**src/hw/rtl/psq_pkg.sv**
```systemverilog
// ----------------------------------------------------------------------------
// psq_pkg
// Shared types and codes for the priority quantum scheduler.
// ----------------------------------------------------------------------------
`default_nettype none

package psq_pkg;

    localparam int IdWidth   = 8;
    localparam int TimeWidth = 16;
    localparam int PrioWidth = 8;
    localparam int LatWidth  = 32;

    typedef struct packed {
        logic [LatWidth-1:0]  lat;
        logic [PrioWidth-1:0] prio;
        logic [TimeWidth-1:0] rem;
        logic [IdWidth-1:0]   id;
    } t_slot;

    localparam logic OP_ADD = 1'b0;
    localparam logic OP_RUN = 1'b1;

    localparam logic [1:0] ST_ADDED = 2'd0;
    localparam logic [1:0] ST_FULL  = 2'd1;
    localparam logic [1:0] ST_RAN   = 2'd2;
    localparam logic [1:0] ST_IDLE  = 2'd3;

endpackage

`default_nettype wire

```
**src/hw/rtl/psq_cell.sv**
```systemverilog
// ----------------------------------------------------------------------------
// psq_cell
// One process slot of the rotating slot ring.
// ----------------------------------------------------------------------------
`default_nettype none

module psq_cell (
    input  wire           i_clk,
    input  wire           i_shift,
    input  psq_pkg::t_slot i_d,
    input  wire           i_load,
    input  psq_pkg::t_slot i_load_d,
    output psq_pkg::t_slot o_q
);
    import psq_pkg::*;

    t_slot r_slot;

    always_ff @(posedge i_clk) begin
        if (i_load) begin
            r_slot <= i_load_d;
        end else if (i_shift) begin
            r_slot <= i_d;
        end
    end

    assign o_q = r_slot;

endmodule

`default_nettype wire

```
**src/hw/rtl/priority_quantum_scheduler_core.sv**
```systemverilog
// ----------------------------------------------------------------------------
// priority_quantum_scheduler_core
// Non-preemptive priority scheduler with a run quantum over a slot ring.
// ----------------------------------------------------------------------------
// Slots live in a ring of MAX_SLOTS cells that rotates one place per cycle
// while a run is in its scan or update state. An add transaction writes the
// next free cell directly and goes through the finish state to its result.
// A run transaction rotates the ring twice: one full turn to find the
// highest-priority slot, one turn to charge the quantum and update latencies
// as slots pass the head. One transaction is processed at a time; a result
// waits in the output register until taken.
`default_nettype none

module priority_quantum_scheduler_core #(
    parameter int MAX_SLOTS = 16
) (
    input  wire         i_clk,
    input  wire         i_rst_n,
    input  wire         i_cfg_we,
    input  wire  [15:0] i_cfg_wdata,
    input  wire         i_s_axis_tvalid,
    output logic        o_s_axis_tready,
    input  wire  [31:0] i_s_axis_tdata,   // proc_id[7:0], run_time[23:8], prio[31:24]
    input  wire         i_s_axis_tuser,   // opcode
    output logic        o_m_axis_tvalid,
    input  wire         i_m_axis_tready,
    output logic [63:0] o_m_axis_tdata,   // ran_id[7:0], time_left[23:8],
                                          // wait_total[55:24], finished[56]
    output logic [1:0]  o_m_axis_tuser    // status
);
    import psq_pkg::*;

    localparam int IW = (MAX_SLOTS > 1) ? $clog2(MAX_SLOTS) : 1;
    localparam int CW = $clog2(MAX_SLOTS + 1);

    typedef enum logic [1:0] {S_IDLE, S_SCAN, S_UPD, S_FIN} t_state;

    t_state               r_state;
    logic [IW-1:0]        r_step;
    logic [CW-1:0]        r_count;
    logic [15:0]          r_quantum;
    logic [PrioWidth-1:0] r_best;
    logic [IW-1:0]        r_pick;
    logic [TimeWidth-1:0] r_bestrem;
    logic [1:0]           r_status;
    logic [IdWidth-1:0]   r_res_id;
    logic [TimeWidth-1:0] r_res_rem;
    logic [LatWidth-1:0]  r_res_lat;
    logic                 r_res_fin;

    t_slot ring [MAX_SLOTS];
    t_slot tail_d;
    t_slot head_n;
    t_slot new_slot;
    logic  accept;
    logic  do_add;
    logic  shift;
    logic  last_step;
    logic  in_use;
    logic [TimeWidth-1:0] charge;
    logic [LatWidth:0]    lat_sum;

    assign accept    = i_s_axis_tvalid && o_s_axis_tready;
    assign do_add    = accept && (i_s_axis_tuser == OP_ADD) && (r_count < CW'(MAX_SLOTS));
    assign shift     = (r_state == S_SCAN) || (r_state == S_UPD);
    assign last_step = (r_step == IW'(MAX_SLOTS - 1));
    assign in_use    = CW'(r_step) < r_count;
    assign o_s_axis_tready = (r_state == S_IDLE);

    assign new_slot.id   = i_s_axis_tdata[7:0];
    assign new_slot.rem  = i_s_axis_tdata[23:8];
    assign new_slot.prio = i_s_axis_tdata[31:24];
    assign new_slot.lat  = '0;

    assign charge  = (r_quantum < r_bestrem) ? r_quantum : r_bestrem;
    assign lat_sum = {1'b0, ring[0].lat} + {{(LatWidth-TimeWidth+1){1'b0}}, charge};

    // update applied to the slot leaving the head during the second turn
    always_comb begin
        head_n = ring[0];
        if ((r_best != '0) && in_use) begin
            if (ring[0].prio != '0) begin
                head_n.lat = lat_sum[LatWidth] ? '1 : lat_sum[LatWidth-1:0];
            end
            if (r_step == r_pick) begin
                head_n.rem = ring[0].rem - charge;
                if (head_n.rem == '0) begin
                    head_n.prio = '0;
                end
            end
        end
    end

    assign tail_d = (r_state == S_UPD) ? head_n : ring[0];

    for (genvar g = 0; g < MAX_SLOTS; g++) begin : g_cell
        psq_cell u_cell (
            .i_clk    (i_clk),
            .i_shift  (shift),
            .i_d      ((g == MAX_SLOTS - 1) ? tail_d : ring[(g + 1) % MAX_SLOTS]),
            .i_load   (do_add && (r_count == CW'(g))),
            .i_load_d (new_slot),
            .o_q      (ring[g])
        );
    end

    always_ff @(posedge i_clk) begin
        if (!i_rst_n) begin
            r_state         <= S_IDLE;
            r_count         <= '0;
            r_quantum       <= 16'd10;
            r_step          <= '0;
            o_m_axis_tvalid <= 1'b0;
        end else begin
            if (i_cfg_we) begin
                r_quantum <= i_cfg_wdata;
            end
            // the finish state reloads the output register itself
            if (o_m_axis_tvalid && i_m_axis_tready && (r_state != S_FIN)) begin
                o_m_axis_tvalid <= 1'b0;
            end
            unique case (r_state)
                S_IDLE: begin
                    if (accept) begin
                        r_res_id  <= '0;
                        r_res_rem <= '0;
                        r_res_lat <= '0;
                        r_res_fin <= 1'b0;
                        r_step    <= '0;
                        r_best    <= '0;
                        r_pick    <= '0;
                        r_bestrem <= '0;
                        if (i_s_axis_tuser == OP_RUN) begin
                            r_state <= S_SCAN;
                        end else begin
                            r_state  <= S_FIN;
                            r_status <= do_add ? ST_ADDED : ST_FULL;
                            if (do_add) begin
                                r_count <= r_count + 1'b1;
                            end
                        end
                    end
                end
                S_SCAN: begin
                    if (in_use && (r_best < ring[0].prio) && (ring[0].rem != '0)) begin
                        r_best    <= ring[0].prio;
                        r_pick    <= r_step;
                        r_bestrem <= ring[0].rem;
                    end
                    r_step <= last_step ? '0 : r_step + 1'b1;
                    if (last_step) begin
                        r_state <= S_UPD;
                    end
                end
                S_UPD: begin
                    if ((r_best != '0) && in_use && (r_step == r_pick)) begin
                        r_res_id  <= ring[0].id;
                        r_res_rem <= head_n.rem;
                        r_res_lat <= head_n.lat;
                        r_res_fin <= (head_n.rem == '0);
                    end
                    r_step <= last_step ? '0 : r_step + 1'b1;
                    if (last_step) begin
                        r_state  <= S_FIN;
                        r_status <= (r_best != '0) ? ST_RAN : ST_IDLE;
                    end
                end
                S_FIN: begin
                    if (!o_m_axis_tvalid || i_m_axis_tready) begin
                        o_m_axis_tvalid <= 1'b1;
                        o_m_axis_tuser  <= r_status;
                        o_m_axis_tdata  <= {7'd0, r_res_fin, r_res_lat, r_res_rem, r_res_id};
                        r_state         <= S_IDLE;
                    end
                end
                default: r_state <= S_IDLE;
            endcase
        end
    end

    a_count_bound: assert property (@(posedge i_clk) disable iff (!i_rst_n)
        r_count <= CW'(MAX_SLOTS))
        else $error("slot count beyond table size");

    a_result_from_fin: assert property (@(posedge i_clk) disable iff (!i_rst_n)
        $rose(o_m_axis_tvalid) |-> $past(r_state) == S_FIN)
        else $error("result issued outside finish state");

    a_scan_to_upd: assert property (@(posedge i_clk) disable iff (!i_rst_n)
        (r_state == S_SCAN && last_step) |=> r_state == S_UPD && r_step == '0)
        else $error("scan turn did not hand over to update turn");

endmodule

`default_nettype wire

```
**config.mk**
```make
export PLATFORM = sky130hd
export DESIGN_NAME = priority_quantum_scheduler_core
export DESIGN_NICKNAME = d
export VERILOG_FILES = /design/src/hw/rtl/psq_pkg.sv /design/src/hw/rtl/psq_cell.sv /design/src/hw/rtl/priority_quantum_scheduler_core.sv
export SDC_FILE = /design/constraint.sdc
export NUM_CORES = 2
export LEC_CHECK = 0
export ABC_AREA = 0
export BUFFER_PORTS_ARGS = -buffer_cell sky130_fd_sc_hd__buf_2
export CORE_ASPECT_RATIO = 2
export CORE_MARGIN = 2
export CORE_UTILIZATION = 30
export DETAILED_ROUTE_END_ITERATION = 8
export PLACE_DENSITY = 0.48
export SLEW_MARGIN = 20
export SYNTH_ARGS = -nofsm -noshare
export SYNTH_HDL_FRONTEND = slang
export SYNTH_SLANG_ARGS = --single-unit
```
**constraint.sdc**
```tcl
create_clock -name i_clk -period 6.1 [get_ports i_clk]
set_clock_uncertainty 0.2 [all_clocks]
set_input_delay 1.22 -clock i_clk [delete_from_list [all_inputs] [get_ports i_clk]]
set_output_delay 1.22 -clock i_clk [all_outputs]
set_load 0.01 [all_outputs]
```
-- After elaboration in Yosys (flattened, before gate mapping)
Index checks and enable logic that the tools add are counted.
Widths: inputs -> output; s select.
- register bits after elaboration: 1198
- logic and storage cells: 253
- order comparisons: 4
- eq/ne operators: 28
- bitwise operators: 1
- multiplexer cells: 75
- reductions and logical operators: 62
- add/subtract/negate cells: 4
- operators by type and width (kind ; number):
    $mux 32 ; 36
    $mux 16 ; 4
    $mux 64 ; 1
    $pmux 16 s2 ; 2
    $pmux 32 s2 ; 1
    $mux 56 ; 1
    $eq 5x4->1 const B ; 8
    $reduce_bool 2->1 ; 19
    $add 32x16->33 ; 1
    $logic_not 16->1 ; 2
    $mux 8 ; 4
    $pmux 8 s2 ; 2
    $logic_and 1x1->1 ; 25
    $mux 24 ; 1
    $eq 5x3->1 const B ; 4
    $lt 16x16->1 ; 1
    $mux 2 ; 8
    $pmux 4 s2 ; 2
    $reduce_and 4->1 ; 4
    $reduce_bool 16->1 ; 1
    $reduce_bool 8->1 ; 2
    $sub 16x16->16 ; 1
    $mux 4 ; 3
    $eq 5x2->1 const B ; 2
    other kinds (25) ; 39

-- Logic depth before layout (Yosys ltp)
- depth after elaboration: 10
- depth in mapped cells: 20
- mapped depth without buffers: 18

-- Cells and area by module
From an unflattened synthesis, not the netlist that was laid out.
- cells, all modules: 3211
- area, all modules: 56897.1 um2
- by module, submodules not included (module ; cells each ; times used ; area each (um2)):
    psq_cell ; 136 ; 16 ; 2905.3
    priority_quantum_scheduler_core ; 1035 ; 1 ; 10412.5

-- Worst setup path after synthesis
OpenSTA, ideal clock, no wires.
- path kind: register to register
- from: register r_count[2]
- to: register r_res_fin (enable)
- path slack: 0.735 ns
- required time: 5.409 ns
- stages on the path, launching flop included: 10
- data arrival time: 4.674 ns
- clock period less this slack: 5.365 ns
- buffers on the path: 2
- setup time: 0.491 ns
- cells stage by stage: dfxtp_1 inv_1 ha_1 a21oi_1 o21ai_1 a21oi_2 nand3_1 clkbuf_1 clkbuf_1 a21oi_1
- cells in the longest elaborated chain, start to end: 5
- ends and longest elaborated chain (element ; RTL line ; text):
    start: declaration ; priority_quantum_scheduler_core.sv:40 ; logic [CW-1:0] r_count;
    start signal: assignment ; priority_quantum_scheduler_core.sv:139 ; r_count <= r_count + 1'b1;
    $lt 4x5->1 ; priority_quantum_scheduler_core.sv:67 ; assign in_use = CW'(r_step) < r_count;
    $logic_and 1x1->1 (2 in series) ; priority_quantum_scheduler_core.sv:156 ; if ((r_best != '0) && in_use && (r_step == r_pick)) begin
    $ne 2x1->1 (no source line) ; n/a ;
    $reduce_and 4->1 (no source line) ; n/a ;
    end signal: assignment ; priority_quantum_scheduler_core.sv:160 ; r_res_fin <= (head_n.rem == '0);
    end: declaration ; priority_quantum_scheduler_core.sv:49 ; logic r_res_fin;
Every way passes these cells.
A chain may end at the register's enable or synchronous reset.

-- Worst setup path after layout
- from: register r_bestrem[15]
- to: register g_cell[15].u_cell.r_slot (netlist bit g_cell[15].u_cell.o_q[29]), data pin
- cells in the longest elaborated chain, start to end: 10
- ends and longest elaborated chain (element ; RTL line ; text):
    start: declaration ; priority_quantum_scheduler_core.sv:44 ; logic [TimeWidth-1:0] r_bestrem;
    start signal: assignment ; priority_quantum_scheduler_core.sv:148 ; r_bestrem <= ring[0].rem;
    $lt 16x16->1 ; priority_quantum_scheduler_core.sv:75 ; assign charge = (r_quantum < r_bestrem) ? r_quantum : r_bestrem;
    $mux 16 (*) ; priority_quantum_scheduler_core.sv:75 ;
    $sub 16x16->16 (*) ; priority_quantum_scheduler_core.sv:86 ; head_n.rem = ring[0].rem - charge;
    $logic_not 16->1 (*) ; priority_quantum_scheduler_core.sv:87 ; if (head_n.rem == '0) begin
    $mux 8 (*) ; priority_quantum_scheduler_core.sv:87 ;
    $mux 24 (*) ; priority_quantum_scheduler_core.sv:85 ; if (r_step == r_pick) begin
    $mux 56 (*) ; priority_quantum_scheduler_core.sv:81 ; if ((r_best != '0) && in_use) begin
    $mux 64 (*) ; priority_quantum_scheduler_core.sv:94 ; assign tail_d = (r_state == S_UPD) ? head_n : ring[0];
    $mux 32 (*) ; psq_cell.sv:22 ; end else if (i_shift) begin
    $mux 32 (*) ; psq_cell.sv:20 ; if (i_load) begin
    end signal: assignment ; psq_cell.sv:21 ; r_slot <= i_load_d;
    end signal: assignment ; psq_cell.sv:23 ; r_slot <= i_d;
    end: declaration ; psq_cell.sv:17 ; t_slot r_slot;
Every way passes the cells marked *; elsewhere a longest branch is shown, timed or not. The select of a mux whose other input is x is not followed.

==> reports/metrics.yaml <==
avgViaCountPerCell: 4.71
slew_viol_final: 0
grt-ovfl-total: 0
cts.sinks: 1198
finalNonFillerCells: 6838
cp.arrival_ps: 5820
hold_path.class: "flip-flop to flip-flop"
use_met2_pct: 31.7
die_h_um: 581
p_sw_share_pct: 36.0
synthTopCellsByArea: "edfxtp_1 40%, dfxtp_1 22%, mux2i_1 10%"
dpl.hpwl_um: 96500
synth_top_area_cell: "edfxtp_1"
worstPathCellList: "inv_1 -> ha_1 -> nand4_1 -> nor4_1 -> a311oi_1 -> o21ai_2 -> mux2_2 -> ha_1 -> inv_1 -> fa_1 -> a21o_1 -> a311o_1 -> a221oi_2 -> mux2i_1 -> o2111ai_1 -> or4_1 -> nor4_4 -> buf_4 -> a21oi_1"
path_clk_slew_ps: 60
drive_gt1_share_pct: 11.6
cp_top_family: "compound AO/OA/AOI/OAI gates"
grt_pass1_wl_um: 212000
fin_tns_setup_ps: 0
cts_tree: "yes"
synth_flop_cell: "edfxtp_1"
antenna_found_initial: 10
die_width_um: 292
most-common-layout-cells: "1211 x nand2_1, 658 x edfxtp_1, 577 x nor2_1"
post_synth.cell_area_avg_um2: 10.8
io_buffer_count: 114
r2r_slack_ps: 540
dieArea_mm2: 0.170
tightestPinTransition_ps: 1120
met1_usage_pct: 18.0
p_per_area_mw_per_mm2: 622
drt_iter0_markers: 1987
rows: 211
layout_min_cycle_time_ps: 5560
rsz0062_at_grt: "no"
period_share_pct: 91.1
cts_root_buf: "clkbuf_16"
hold_buffers: 0
grt_util_met3_pct: 1.92
htree_levels: 3
drc: 0
synth_cell_types: 75
pin_count: 122
grt_max_degree: 137
dpl_cell_area_mm2: 0.0527
cts_buffer_depth: 3
ys_seq_area_share_pct: 61.3
async_flop_share_pct: 0
timing.hold.ws_ps: 219
initial_core_util_pct: 30.2
cp_max_fo: 9
num_vias: 32231
finalHoldViolations: 0
end_kind: "flip-flop"
cp.buffers_inverters: 3
p_clk_share_pct: 20.1
track_usage_pct: 16.6
fmax_mhz: 180
syn_inst: 4605
placedCellCount: 6632
dr.pass1.iters: 6
intPower_w: 0.0224
p_total_w: 0.0350
cts_setup_buffers: 0
yosys_warnings: 0
cpPeakStageDelay_ps: 580
drv_cap: 0
nets: 4735
clk-insertion-delay-late_ps: 730
critPathKind: "flip-flop to flip-flop"
irDropWorstVdd_mv: 0.690
totalWireLength_um: 143000
numCtsBuffers: 109
finalWeightedCongestion: 0.853
required_ps: 6360
yosys_register_bits: 1198
run_status: "completed"
synth_top_area_share_pct: 39.6
layout_commonest_cell: "nand2_1"
slew_headroom_pct: 25.5
grt_pass1_vias: 32611
syn_area_mm2: 0.0499
p_leak_nw: 22.9
drt.antenna.violating_nets: 0
grt.busiest_layer: "met2"
syn_to_final_growth_pct: 12.9
setup_viol: 0
switching_power_w: 0.0126
comb_power_share_pct: 33.9
post_cts_resized: 0
final_area_mm2: 0.0563
slowest_stage: "or4_1"
core_mm2: 0.165
synth_edf_count: 658
wire_per_inst_um: 20.9
critPathLaunchType: "flip-flop"
pwr-share-seq_pct: 45.9
[sequential cells by signal, indices dropped and copies added, names as in the netlist, 5 cells and up]
register	flops
o_m_axis_tdata	57
r_count	5
r_quantum	16
g_cell.u_cell.o_q	1024
r_best	8
r_res_lat	32
r_res_rem	16
r_res_id	8
r_bestrem	16
[synth_stat cells, drive strengths merged (3+ instances only)]
cell type and count:
a311oi 7, a21o 25, or3 6, nor4 9, a31oi 9, o221ai 9
and2 56, a32oi 3, o211ai 6, a21boi 6, or4 5, xor2 11
o22ai 3, o31ai 6, a211o 4, xnor2 20, nor2b 26, a21oi 80
ha 66, mux2 145, o221a 11, o21bai 5, dfxtp 540, o21a 16
and3 17, nand4 17, mux2i 518, edfxtp 658, nor3 20, a22o 3
nand2 1211, nor2 579, clkbuf 249, or4b 3, nand3 24, or2 4
a211oi 9, nand2b 9, inv 67, o21ai 67, a32o 3, buf 41
[metal layers]
metal | vias to the layer above | wire length, µm
met1 | 15698 | 54400
met3 | 209 | 4770
met5 | - | 41
li1 | 15655 | -
met4 | 6 | 6300
met2 | 663 | 77100
[worst paths after layout]
| check | start | endpoint | cells after the start |
|---|---|---|---|
| hold reg to reg | r_res_rem[2] | o_m_axis_tdata[10] | 0 |
| setup / recovery | r_bestrem[15] | g_cell[15].u_cell.o_q[29] | 19 |
| hold / removal | r_res_rem[2] | o_m_axis_tdata[10] | 0 |
| setup reg to reg | r_bestrem[15] | g_cell[15].u_cell.o_q[29] | 19 |
[metrics by stage]
step | utilization, % | setup WS (ps)
floorplan | - | 735
global placement | 31.9 | 541
detailed placement | 31.9 | 499
CTS | 34.1 | 518
global route | 34.1 | 139
finish | 34.1 | 544
[power groups by stage]
stage | logic (W) | registers [W] | clock network, W
after CTS | 0.0121 | 0.0162 | 0.00725
after floorplan | 0.00913 | 0.0151 | 0
after global placement | 0.0118 | 0.0163 | 0
after detailed placement | 0.0120 | 0.0163 | 0
after global routing | 0.0133 | 0.0165 | 0.00752
final | 0.0119 | 0.0161 | 0.00705
[layout make-up]
cell class / count / area (µm²)
Timing Repair Buffer: 181 / 1150
Antenna cell: 2 / 5.00
Clock inverter: 52 / 513
Multi-Input combinational cell: 3056 / 18000
Tap cell: 2130 / 2670
Sequential cell: 1198 / 30600
Fill cell: 16633 / 109000
Clock buffer: 152 / 3130
Inverter: 67 / 251
[logic make-up after synthesis]
| logic type | share of synthesized area [%] |
|---|---|
| AND/OR/NAND/NOR | 16.0 |
| flip-flops | 61.3 |
| multiplexers | 13.7 |
| buffers and inverters | 2.74 |
| AO/OA/AOI/OAI | 3.96 |
| adder cells (fa/ha/maj) | 1.74 |
| XOR/XNOR | 0.590 |
| other | 0.00752 |
Power figures use the tool's default switching activity.
